File: config.mk
export PLATFORM = sky130hd
export DESIGN_NAME = adc_to_seven_segment_scanner
export DESIGN_NICKNAME = d
export VERILOG_FILES = /design/src/sv/adcss_pkg.sv /design/src/sv/adcss_queue.sv /design/src/sv/adcss_front.sv /design/src/sv/adcss_back.sv /design/src/sv/adc_to_seven_segment_scanner.sv
export SDC_FILE = /design/constraint.sdc
export NUM_CORES = 1
export LEC_CHECK = 0
export ABC_CLOCK_PERIOD_IN_PS = 16700
export BUFFER_PORTS_ARGS = -buffer_cell sky130_fd_sc_hd__buf_4
export CORE_MARGIN = 1.5
export CORE_UTILIZATION = 66
export CTS_CLUSTER_SIZE = 28
export DETAILED_ROUTE_END_ITERATION = 12
export PLACE_DENSITY_LB_ADDON = 0.05
export SYNTH_ARGS = -nofsm -noshare
export SYNTH_HDL_FRONTEND = slang
export SYNTH_HIERARCHICAL = 1
export SYNTH_SLANG_ARGS = --single-unit
export TNS_END_PERCENT = 30
File: constraint.sdc
create_clock -name clock -period 16.7 [get_ports clock]
set_clock_uncertainty 0.1 [all_clocks]
set_input_delay 2.505 -clock clock [delete_from_list [all_inputs] [get_ports clock]]
set_output_delay 2.505 -clock clock [all_outputs]
set_load 0.1 [all_outputs]
File: src/sv/adcss_pkg.sv
`timescale 1ns / 1ps
// Shared types, constants and the segment decoder for the ADC to seven-segment scanner.
// No dependencies.
package adcss_pkg;

   localparam logic ACTION_SAMPLE = 1'b0;
   localparam logic ACTION_TICK   = 1'b1;

   // reading*50000/1023 as (reading*SCALE_MUL) >> SCALE_SHIFT, exact for 10-bit readings
   localparam logic [25:0] SCALE_MUL   = 26'd51250049;
   localparam int unsigned SCALE_SHIFT = 20;
   localparam logic [13:0] SAT_LIMIT   = 14'd9999;

   // reciprocals for the digit split, exact for values up to 9999
   localparam logic [15:0] RECIP_10   = 16'd52429;  // >> 19
   localparam logic [12:0] RECIP_100  = 13'd5243;   // >> 19
   localparam logic [13:0] RECIP_1000 = 14'd8389;   // >> 23

   localparam logic [7:0] PATTERN_C = 8'h39;
   localparam logic [7:0] DP_MASK   = 8'h80;

   localparam logic [1:0] POS_LETTER   = 2'd0;
   localparam logic [1:0] POS_HUNDREDS = 2'd2;

   typedef logic [3:0][3:0] digits_type;

   typedef struct packed {
      logic       is_tick;
      digits_type digits;
   } mid_entry_type;

   typedef struct packed {
      logic [7:0] segments;
      logic [3:0] digit_select;
   } rsp_entry_type;

   function automatic logic [7:0] seg_pattern(input logic [3:0] digit);
      logic [7:0] pat;
      unique case (digit)
         4'd0:    pat = 8'h3f;
         4'd1:    pat = 8'h06;
         4'd2:    pat = 8'h5b;
         4'd3:    pat = 8'h4f;
         4'd4:    pat = 8'h66;
         4'd5:    pat = 8'h6d;
         4'd6:    pat = 8'h7d;
         4'd7:    pat = 8'h07;
         4'd8:    pat = 8'h7f;
         4'd9:    pat = 8'h6f;
         default: pat = 8'h00;
      endcase
      return pat;
   endfunction

endpackage

File: src/sv/adcss_queue.sv
`timescale 1ns / 1ps
// Small first-in first-out queue with push/full and pop/empty sides.
// No dependencies.
module adcss_queue #(
   parameter int unsigned WIDTH = 8,
   parameter int unsigned DEPTH = 2
) (
   input  logic             clock,
   input  logic             reset,
   input  logic             push,
   input  logic [WIDTH-1:0] wdata,
   output logic             full,
   input  logic             pop,
   output logic [WIDTH-1:0] rdata,
   output logic             empty
);

   localparam int unsigned PTR_W = (DEPTH > 1) ? $clog2(DEPTH) : 1;
   localparam int unsigned CNT_W = $clog2(DEPTH + 1);

   logic [WIDTH-1:0] mem_ff [DEPTH];
   logic [PTR_W-1:0] wr_ptr_ff, wr_ptr_in;
   logic [PTR_W-1:0] rd_ptr_ff, rd_ptr_in;
   logic [CNT_W-1:0] count_ff, count_in;
   logic             do_push, do_pop;

   assign full    = (count_ff == CNT_W'(DEPTH));
   assign empty   = (count_ff == '0);
   assign rdata   = mem_ff[rd_ptr_ff];
   assign do_push = push && !full;
   assign do_pop  = pop && !empty;

   always_comb begin
      wr_ptr_in = wr_ptr_ff;
      rd_ptr_in = rd_ptr_ff;
      count_in  = count_ff;
      if (do_push) begin
         wr_ptr_in = (wr_ptr_ff == PTR_W'(DEPTH - 1)) ? '0 : wr_ptr_ff + 1'b1;
      end
      if (do_pop) begin
         rd_ptr_in = (rd_ptr_ff == PTR_W'(DEPTH - 1)) ? '0 : rd_ptr_ff + 1'b1;
      end
      if (do_push && !do_pop) begin
         count_in = count_ff + 1'b1;
      end else if (do_pop && !do_push) begin
         count_in = count_ff - 1'b1;
      end
   end

   always_ff @(posedge clock) begin
      if (reset) begin
         wr_ptr_ff <= '0;
         rd_ptr_ff <= '0;
         count_ff  <= '0;
      end else begin
         wr_ptr_ff <= wr_ptr_in;
         rd_ptr_ff <= rd_ptr_in;
         count_ff  <= count_in;
      end
   end

   always_ff @(posedge clock) begin
      if (do_push) begin
         mem_ff[wr_ptr_ff] <= wdata;
      end
   end

endmodule

File: src/sv/adcss_front.sv
`timescale 1ns / 1ps
// Front end: takes items, scales and saturates readings, splits them into decimal digits.
// Depends on adcss_pkg.
module adcss_front (
   input  logic                    clock,
   input  logic                    reset,
   input  logic                    push,
   output logic                    full,
   input  logic                    req_action,
   input  logic [9:0]              req_sample,
   output logic                    mid_push,
   output adcss_pkg::mid_entry_type mid_entry,
   input  logic                    mid_full
);

   logic        advance;

   // stage 1: scaling product
   logic        s1_valid_ff, s1_valid_in;
   logic        s1_tick_ff;
   logic [15:0] s1_scaled_ff;
   logic [35:0] scale_prod;

   // stage 2: saturated value and quotients
   logic        s2_valid_ff, s2_valid_in;
   logic        s2_tick_ff;
   logic [13:0] s2_value_ff;
   logic [9:0]  s2_q10_ff;
   logic [6:0]  s2_q100_ff;
   logic [3:0]  s2_q1000_ff;

   logic [13:0] sat_value;
   logic [29:0] prod10;
   logic [26:0] prod100;
   logic [27:0] prod1000;

   logic [13:0] ones_w;
   logic [9:0]  tens_w;
   logic [6:0]  hund_w;

   // whole pipeline moves together; it only halts when its last stage cannot drain
   assign advance = !s2_valid_ff || !mid_full;
   assign full    = !advance;

   assign scale_prod = 36'(req_sample) * 36'(adcss_pkg::SCALE_MUL);

   assign sat_value = (s1_scaled_ff > 16'(adcss_pkg::SAT_LIMIT)) ?
                      adcss_pkg::SAT_LIMIT : s1_scaled_ff[13:0];
   assign prod10    = 30'(sat_value) * 30'(adcss_pkg::RECIP_10);
   assign prod100   = 27'(sat_value) * 27'(adcss_pkg::RECIP_100);
   assign prod1000  = 28'(sat_value) * 28'(adcss_pkg::RECIP_1000);

   // remainders: x - 10*q, with the times ten as shift and add
   assign ones_w = s2_value_ff - ((14'(s2_q10_ff) << 3) + (14'(s2_q10_ff) << 1));
   assign tens_w = s2_q10_ff - ((10'(s2_q100_ff) << 3) + (10'(s2_q100_ff) << 1));
   assign hund_w = s2_q100_ff - ((7'(s2_q1000_ff) << 3) + (7'(s2_q1000_ff) << 1));

   assign mid_push            = s2_valid_ff && !mid_full;
   assign mid_entry.is_tick   = s2_tick_ff;
   assign mid_entry.digits[0] = ones_w[3:0];
   assign mid_entry.digits[1] = tens_w[3:0];
   assign mid_entry.digits[2] = hund_w[3:0];
   assign mid_entry.digits[3] = s2_q1000_ff;

   always_comb begin
      s1_valid_in = s1_valid_ff;
      s2_valid_in = s2_valid_ff;
      if (advance) begin
         s1_valid_in = push;
         s2_valid_in = s1_valid_ff;
      end
   end

   always_ff @(posedge clock) begin
      if (reset) begin
         s1_valid_ff <= 1'b0;
         s2_valid_ff <= 1'b0;
      end else begin
         s1_valid_ff <= s1_valid_in;
         s2_valid_ff <= s2_valid_in;
      end
   end

   always_ff @(posedge clock) begin
      if (advance) begin
         s1_tick_ff   <= (req_action == adcss_pkg::ACTION_TICK);
         s1_scaled_ff <= scale_prod[35:adcss_pkg::SCALE_SHIFT];
         s2_tick_ff   <= s1_tick_ff;
         s2_value_ff  <= sat_value;
         s2_q10_ff    <= prod10[28:19];
         s2_q100_ff   <= prod100[25:19];
         s2_q1000_ff  <= prod1000[26:23];
      end
   end

endmodule

File: src/sv/adcss_back.sv
`timescale 1ns / 1ps
// Back end: holds the digit store and scan position, turns ticks into display words.
// Depends on adcss_pkg.
module adcss_back (
   input  logic                     clock,
   input  logic                     reset,
   input  logic                     mid_empty,
   input  adcss_pkg::mid_entry_type mid_entry,
   output logic                     mid_pop,
   input  logic                     rsp_full,
   output logic                     rsp_push,
   output adcss_pkg::rsp_entry_type rsp_entry
);

   adcss_pkg::digits_type digits_ff, digits_in;
   logic [1:0]            scan_ff, scan_in;
   logic [7:0]            seg;

   // a sample only touches the store, so it never waits on the result side
   assign mid_pop  = !mid_empty && (!mid_entry.is_tick || !rsp_full);
   assign rsp_push = mid_pop && mid_entry.is_tick;

   always_comb begin
      if (scan_ff == adcss_pkg::POS_LETTER) begin
         seg = adcss_pkg::PATTERN_C;
      end else begin
         seg = adcss_pkg::seg_pattern(digits_ff[scan_ff]);
         if (scan_ff == adcss_pkg::POS_HUNDREDS) begin
            seg = seg | adcss_pkg::DP_MASK;
         end
      end
   end

   assign rsp_entry.segments     = seg;
   assign rsp_entry.digit_select = 4'b0001 << scan_ff;

   always_comb begin
      digits_in = digits_ff;
      scan_in   = scan_ff;
      if (mid_pop) begin
         if (mid_entry.is_tick) begin
            scan_in = scan_ff + 1'b1;
         end else begin
            digits_in = mid_entry.digits;
         end
      end
   end

   always_ff @(posedge clock) begin
      if (reset) begin
         digits_ff <= '0;
         scan_ff   <= '0;
      end else begin
         digits_ff <= digits_in;
         scan_ff   <= scan_in;
      end
   end

endmodule

File: src/sv/adc_to_seven_segment_scanner.sv
`timescale 1ns / 1ps
// Multiplexed four-position seven-segment driver fed by 10-bit converter readings.
// A sample item (action 0) is scaled to reading*50000/1023, saturated at 9999 and split
// into decimal digits; it gives no result. A tick item (action 1) returns the segment
// byte and one-hot select for the current scan position, then steps the position.
// Position 0 shows a 'C', positions 1..3 the tens, hundreds (with decimal point) and
// thousands. One item is taken per cycle while full is low. An item passes the scaling
// and digit-split stages, then passes a short queue to the display store; a tick's result
// enters the result queue at the same edge that it leaves that queue. Depends on
// adcss_pkg, adcss_queue, adcss_front and adcss_back.
module adc_to_seven_segment_scanner #(
   parameter int unsigned MID_DEPTH = 2,
   parameter int unsigned RSP_DEPTH = 2
) (
   input  logic       clock,
   input  logic       reset,
   input  logic       push,
   output logic       full,
   input  logic       req_action,
   input  logic [9:0] req_sample,
   output logic       empty,
   input  logic       pop,
   output logic [7:0] rsp_segments,
   output logic [3:0] rsp_digit_select
);

   logic                     mid_push, mid_full, mid_pop, mid_empty;
   adcss_pkg::mid_entry_type mid_wdata, mid_rdata;
   logic                     rsp_push, rsp_full;
   adcss_pkg::rsp_entry_type rsp_wdata, rsp_rdata;

   adcss_front u_front (
      .clock      (clock),
      .reset      (reset),
      .push       (push),
      .full       (full),
      .req_action (req_action),
      .req_sample (req_sample),
      .mid_push   (mid_push),
      .mid_entry  (mid_wdata),
      .mid_full   (mid_full)
   );

   adcss_queue #(
      .WIDTH ($bits(adcss_pkg::mid_entry_type)),
      .DEPTH (MID_DEPTH)
   ) u_mid_queue (
      .clock (clock),
      .reset (reset),
      .push  (mid_push),
      .wdata (mid_wdata),
      .full  (mid_full),
      .pop   (mid_pop),
      .rdata (mid_rdata),
      .empty (mid_empty)
   );

   adcss_back u_back (
      .clock     (clock),
      .reset     (reset),
      .mid_empty (mid_empty),
      .mid_entry (mid_rdata),
      .mid_pop   (mid_pop),
      .rsp_full  (rsp_full),
      .rsp_push  (rsp_push),
      .rsp_entry (rsp_wdata)
   );

   adcss_queue #(
      .WIDTH ($bits(adcss_pkg::rsp_entry_type)),
      .DEPTH (RSP_DEPTH)
   ) u_rsp_queue (
      .clock (clock),
      .reset (reset),
      .push  (rsp_push),
      .wdata (rsp_wdata),
      .full  (rsp_full),
      .pop   (pop),
      .rdata (rsp_rdata),
      .empty (empty)
   );

   assign rsp_segments     = rsp_rdata.segments;
   assign rsp_digit_select = rsp_rdata.digit_select;

endmodule
==> results of run 1 <==
-- synthesized netlist by cell type (all sizes together) (3+ instances only) --
library cell	number
mux2i	4
a211o	7
a21o	22
nand2b	9
a2111oi	3
nor2b	10
o21a	9
nand3	10
o221ai	3
and2	8
o21ai	18
nand4	3
a211oi	5
xor2	22
nand2	71
nor2	53
mux4	4
clkbuf	11
o211ai	6
xnor2	60
ha	330
or3	5
nor3	7
buf	11
fa	139
edfxtp	92
dfxtp	30
or2	9
a21oi	55
and3	11
a31oi	3
mux2	30
o21bai	5
inv	325
-- layout make-up --
class,count,area [um2],area share [%]
multi-input cells,947,10100,63.8
repair buffers,30,225,1.42
clock inverters,13,98.8,0.624
clock buffers,19,475,3.00
inverters,325,1220,7.71
well taps,280,350,2.21
flip-flops and latches,122,3360,21.2
-- sequential cells by signal, summed over array words and instances (netlist names), 2 cells and up, named ones only --
name                  flops
u_mid_queue/mem_ff       34
u_rsp_queue/mem_ff       24
u_back/digits_ff         16
u_front/s1_scaled_ff     16
u_front/s2_q1000_ff       4
u_front/s2_q100_ff        4
u_front/s2_q10_ff         4
u_front/s2_value_ff       4
u_back/scan_ff            2
u_mid_queue/count_ff      2
u_rsp_queue/count_ff      2
-- worst max path at each step --
stage / to / cells after the start
after floorplan: u_front/s2_q10_ff[3]$_DFFE_PN_ / 26
after global placement: u_front/s2_q10_ff[3]$_DFFE_PN_ / 24
after detailed placement: u_front/s2_q10_ff[3]$_DFFE_PN_ / 24
after CTS: u_front/s2_q10_ff[3]$_DFFE_PN_ / 24
after global routing: u_front/s2_q10_ff[3]$_DFFE_PN_ / 23
final: u_front/s2_q10_ff[3]$_DFFE_PN_ / 24
-- placed cells by master, fill, tap and decap left out, types with 3 or more instances in the layout --
master,count
conb_1,3
inv_6,5
a21oi_1,54
o221ai_1,3
mux2i_1,4
o211ai_1,6
mux2_2,29
buf_4,30
nand3_1,10
nand4_1,3
ha_1,330
a211oi_1,4
nand2b_1,9
o21ai_0,16
xnor2_1,60
nor2b_1,8
and2_1,8
inv_1,323
dfxtp_1,30
or2_2,9
a211o_1,7
a31oi_1,3
o21bai_1,5
and3_1,10
clkinv_2,3
o21a_1,9
xor2_1,22
edfxtp_1,92
nand2_1,71
nor2_1,53
nor3_1,7
fa_1,139
clkbuf_16,19
a21o_1,22
or3_1,5
mux4_2,3
-- cells by family after synthesis --
logic type               after synthesis  synth area share, %
adder cells (fa/ha/maj)              471                 46.9
AND/OR/NAND/NOR                      204                 6.57
multiplexers                          38                 3.22
XOR/XNOR                              82                 4.86
buffers and inverters                347                 9.03
flip-flops                           122                 22.7
AO/OA/AOI/OAI                        149                 6.65
other                                  2               0.0508
-- through the flow --
stage / util, % / hold slack (ps) / instances
floorplan: - / 300 / 1416
global placement: 69.7 / 318 / 1704
detailed placement: 69.7 / 314 / 1704
CTS: 72.3 / 340 / 1736
global route: 72.3 / 348 / 1736
finish: 72.3 / 340 / 1736
-- critical path, cell delays in order, from the launching register on --
cell	delay, ps
edfxtp_1	520
nor4_1	390
o21ai_1	160
a211oi_2	920
and2_1	500
ha_1	340
inv_1	90
ha_1	210
inv_1	120
fa_1	580
fa_1	560
inv_1	50
fa_1	530
inv_1	50
fa_1	490
inv_1	40
ha_1	280
o21a_1	180
o21ai_0	180
nor2b_1	140
a2111oi_0	70
a2111oi_2	500
o21bai_1	160
a21oi_1	200
xnor2_1	80
-- metal layers --
metal  vias to the layer above  track usage, %
met3                        37            5.40
met2                       196            44.6
met1                      4701            38.9
met4                         0            6.14
met5                         -               0
li1                       4706               -
==> metrics.csv, run 1 <==
metric,value,unit
core area,0.0219,mm2
drt wl/cell,17.5,um
ys flop type,edfxtp_1,
GRT Util Overall,27.7,%
outcome,completed,
Antenna Cells,0,
RSZ-0062 raised after global routing,false,
r2r startpoint,u_front/s1_scaled_ff[7]$_DFFE_PN_,
fraction of registers with async set/reset,0,%
post-synthesis instance total,1415,
highest metal used,met4,
clk buf depth,2,
routed wl met3,1540,um
clock edge transition at the registers on the reported setup and hold paths,60,ps
Die Area,0.0233,mm2
critical path class,register to register,
DRT iter0 DRCs,597,
sequential fraction of the synthesis area,22.7,%
TNS Setup,0,ps
CTS tree,built,
post-CTS sizing,0,
DIE HEIGHT,153,um
gpl congestion,0.946,
metal1 wirelength,14300,um
wire length on met2,14000,um
"Remaining Overflow, GRT",0,
Num CTS Buffers,17,
first-pass GRT wire length,50400,um
critical path startpoint category,register,
crit path capture type,register,
Cell variety after synth,66,
# rows,54,
DRT Pass-1 Iters,5,
Final period util,46.3,%
Critical Path AT,7790,ps
fin crit period,7730,ps
final instance area,0.0158,mm2
largest net degree at the start of global routing,37,
"Cell Area, Synth",0.0148,mm2
fillcell total,1633,
Die X-Extent,153,um
Area contributors post-synth,"ha_1 (28%), fa_1 (19%), edfxtp_1 (19%)",
Hold Path Cell Cnt,0,
"reg-to-reg slack, setup",8970,ps
Slew Limit Headroom,28.8,%
# hold bufs at CTS,0,
hold path start,u_front/s1_tick_ff$_DFFE_PN_,
setup bufs post-CTS,0,
H-Tree Depth,4,
setup violators final,0,
vias per cell,5.55,
"Cell Area, Placed",0.0153,mm2
yosys warns,6,
starting density of the core,67.5,%
Routed Wire Length,30400,um
clk sinks,122,
number of global-route vias before repair,9970,
count of input and output buffers,28,
top cell type's share of synthesized area,27.9,%
worst slew pin tran,1070,ps
crit-path max FO,21,
hpwl dp,25700,um
post-synthesis average cell area,10.4,um2
fin worst setup slack,8970,ps
Post-Place Worst Slack,8980,ps
"EDFF count, synth",92,
Worst Setup SP,u_front/s1_scaled_ff[7]$_DFFE_PN_,
max frequency,129,MHz
Area growth syn-to-layout,7.06,%
Worst R2R Path Depth,24,
post-synth top area cell,ha_1,
clock latency on the worst-skew pair,410,ps
# nets final,1927,
initial antenna violation count,0,
final hold violations,0,
worst min path class,register to register,
fin. max-slew vios,0,
Remaining DRCs,0,
"flops & latches, synth",122,
via count,9640,
antenna-violating nets left,0,
number of I/O pins,29,
reg2reg end,u_front/s2_q10_ff[3]$_DFFE_PN_,
max-cap viol count,0,
share of layout cells above drive strength 1,8.04,%
Root Driver,clkbuf_16,
Hold Path Sink,u_front/s2_tick_ff$_DFFE_PN_,
Worst Path Required,16760,ps
Power of run 1 is left out: the tool's default activity adds up to more than one toggle a clock period on the data nets, which glitch-free logic cannot reach.
==> run 2: changes to the inputs <==
--- a/config.mk
+++ b/config.mk
@@ -5,7 +5,7 @@
 export SDC_FILE = /design/constraint.sdc
 export NUM_CORES = 1
 export LEC_CHECK = 0
-export ABC_CLOCK_PERIOD_IN_PS = 16700
+export ABC_CLOCK_PERIOD_IN_PS = 7900
 export BUFFER_PORTS_ARGS = -buffer_cell sky130_fd_sc_hd__buf_4
 export CORE_MARGIN = 1.5
 export CORE_UTILIZATION = 66
==> constraint.sdc (replaced) <==
create_clock -name clock -period 7.9 [get_ports clock]
set_clock_uncertainty 0.1 [all_clocks]
set_input_delay 1.185 -clock clock [delete_from_list [all_inputs] [get_ports clock]]
set_output_delay 1.185 -clock clock [all_outputs]
set_load 0.1 [all_outputs]
==> run 2 against run 1 <==
Against the previous run: maximum frequency rose by 2.9%; register-to-register slack got worse by 8600 ps; hold slack improved by 7.5 ps; first-iteration DRC count fell by 20%; critical path depth fell by 3; final cell count rose by 0.46%; count of clock-buffer cells in the layout rose by 2; utilization rose by 0.42 points; critical endpoint is now u_front/s2_q100_ff[3]$_DFFE_PN_.
==> metrics.csv, run 2 (same netlist as run 1, synthesis figures left out) <==
metric,value,unit
max reg flops,34,
Critical Path AT,7560,ps
fin crit period,7510,ps
count of input and output buffers,28,
worst slew pin tran,1030,ps
clk sinks,122,
Slew Limit Headroom,31.1,%
Die Area,0.0233,mm2
Root Driver,clkbuf_16,
DIE HEIGHT,153,um
Routed Wire Length,30800,um
Largest Register,u_mid_queue/mem_ff,
setup violators final,0,
Area growth syn-to-layout,7.68,%
clock latency on the worst-skew pair,410,ps
cells along the critical path,"nor4_1, o21ai_1, a211o_1, nor2_1, inv_1, ha_1, fa_1, fa_1, inv_1, fa_1, fa_1, inv_1, ha_1, a211o_1, a211oi_1, nor3_1, o221ai_1, o221ai_1, a21o_1, a21oi_1, xnor2_1",
critical path startpoint category,register,
crit path capture type,register,
post-CTS sizing,0,
fin. max-slew vios,0,
Die X-Extent,153,um
initial antenna violation count,0,
"leading cell type in the layout, fill and taps excluded",ha_1,
RSZ-0062 raised after global routing,false,
"Largest stage delay, worst path",560,ps
largest net degree at the start of global routing,37,
via count,9570,
Worst Setup SP,u_front/s1_scaled_ff[7]$_DFFE_PN_,
family with the most delay on the worst path,adder cells,
Num CTS Buffers,17,
cell mode on critical path,fa_1,
final instance area,0.0159,mm2
starting density of the core,67.5,%
outcome,completed,
r2r startpoint,u_front/s1_scaled_ff[7]$_DFFE_PN_,
DRT Pass-1 Iters,5,
CTS tree,built,
clk buf depth,2,
H-Tree Depth,4,
routed wl met3,1330,um
"Remaining Overflow, GRT",0,
Final period util,95.0,%
core area,0.0219,mm2
DRT iter0 DRCs,475,
setup bufs post-CTS,0,
wire length on met2,14400,um
share of layout cells above drive strength 1,8.54,%
crit-path max FO,10,
hpwl dp,25800,um
highest metal used,met4,
first-pass GRT wire length,51200,um
# hold bufs at CTS,0,
Worst Path Required,7950,ps
max-cap viol count,0,
max frequency,133,MHz
hold path start,u_front/s1_tick_ff$_DFFE_PN_,
most frequent cells in the layout,"ha_1 (330), inv_1 (323), fa_1 (139)",
clock edge transition at the registers on the reported setup and hold paths,60,ps
Antenna Cells,0,
number of global-route vias before repair,10100,
final hold violations,0,
antenna-violating nets left,0,
Remaining DRCs,0,
GRT Util Overall,28.2,%
# rows,54,
worst min path class,register to register,
metal1 wirelength,14600,um
"Cell Area, Placed",0.0153,mm2
gpl congestion,0.959,
Crit-path slowest cell,fa_1,
TNS Setup,0,ps
CP bufs+invs,3,
fillcell total,1609,
number of I/O pins,29,
vias per cell,5.49,
# nets final,1935,
Top Registers,"u_mid_queue/mem_ff x34, u_rsp_queue/mem_ff x24",
critical path class,register to register,
drt wl/cell,17.6,um
[run 2: cell count changes in the layout (fill, tap and decap cells not counted), sizes merged]
cell / change
inv: -1
clkinvlp: -1
buf: +8
clkbuf: +2
[run 2: metal layers]
| metal | GRT usage, % | vias up |
|---|---|---|
| li1 | - | 4708 |
| met1 | 39.3 | 4664 |
| met2 | 46.3 | 162 |
| met3 | 4.81 | 36 |
| met4 | 6.46 | 0 |
| met5 | 0 | - |
[run 2: worst paths after layout]
kind                                     end  slack, ps  depth (start not counted)
max reg2reg  u_front/s2_q100_ff[3]$_DFFE_PN_        390                         21
min reg2reg     u_front/s2_tick_ff$_DFFE_PN_        350                          0
min             u_front/s2_tick_ff$_DFFE_PN_        350                          0
max          u_front/s2_q100_ff[3]$_DFFE_PN_        390                         21
[run 2: area by class of cell]
type / count / area, um2 / area share [%]
clock buffer: 21 / 514 / 3.23
clock inverter: 11 / 92.6 / 0.581
multi-input combinational: 947 / 10100 / 63.4
inverter: 325 / 1220 / 7.66
tap: 280 / 350 / 2.20
timing repair buffer: 38 / 285 / 1.79
sequential: 122 / 3360 / 21.1
[run 2: worst register-to-register path, delay by kind of cell (launching register included)]
kind | cells | cell delay, ps
adder cells (fa/ha/maj) | 6 | 2920
AO/OA/AOI/OAI | 8 | 2160
AND/OR/NAND/NOR | 3 | 930
flip-flops | 1 | 530
buffers and inverters | 3 | 510
XOR/XNOR | 1 | 90
[run 2: metrics by stage]
| stage | cells | util (%) | hold WS, ps | setup WS, ps |
|---|---|---|---|---|
| final | 1744 | 72.7 | 348 | 395 |
| after global routing | 1744 | 72.7 | 354 | 4.24 |
| after CTS | 1744 | 72.7 | 354 | 390 |
| after detailed placement | 1712 | 70.0 | 332 | 500 |
| after global placement | 1712 | 70.0 | 318 | 544 |
| after floorplan | 1416 | - | 300 | 1240 |
Power of run 2 is left out for the same reason.
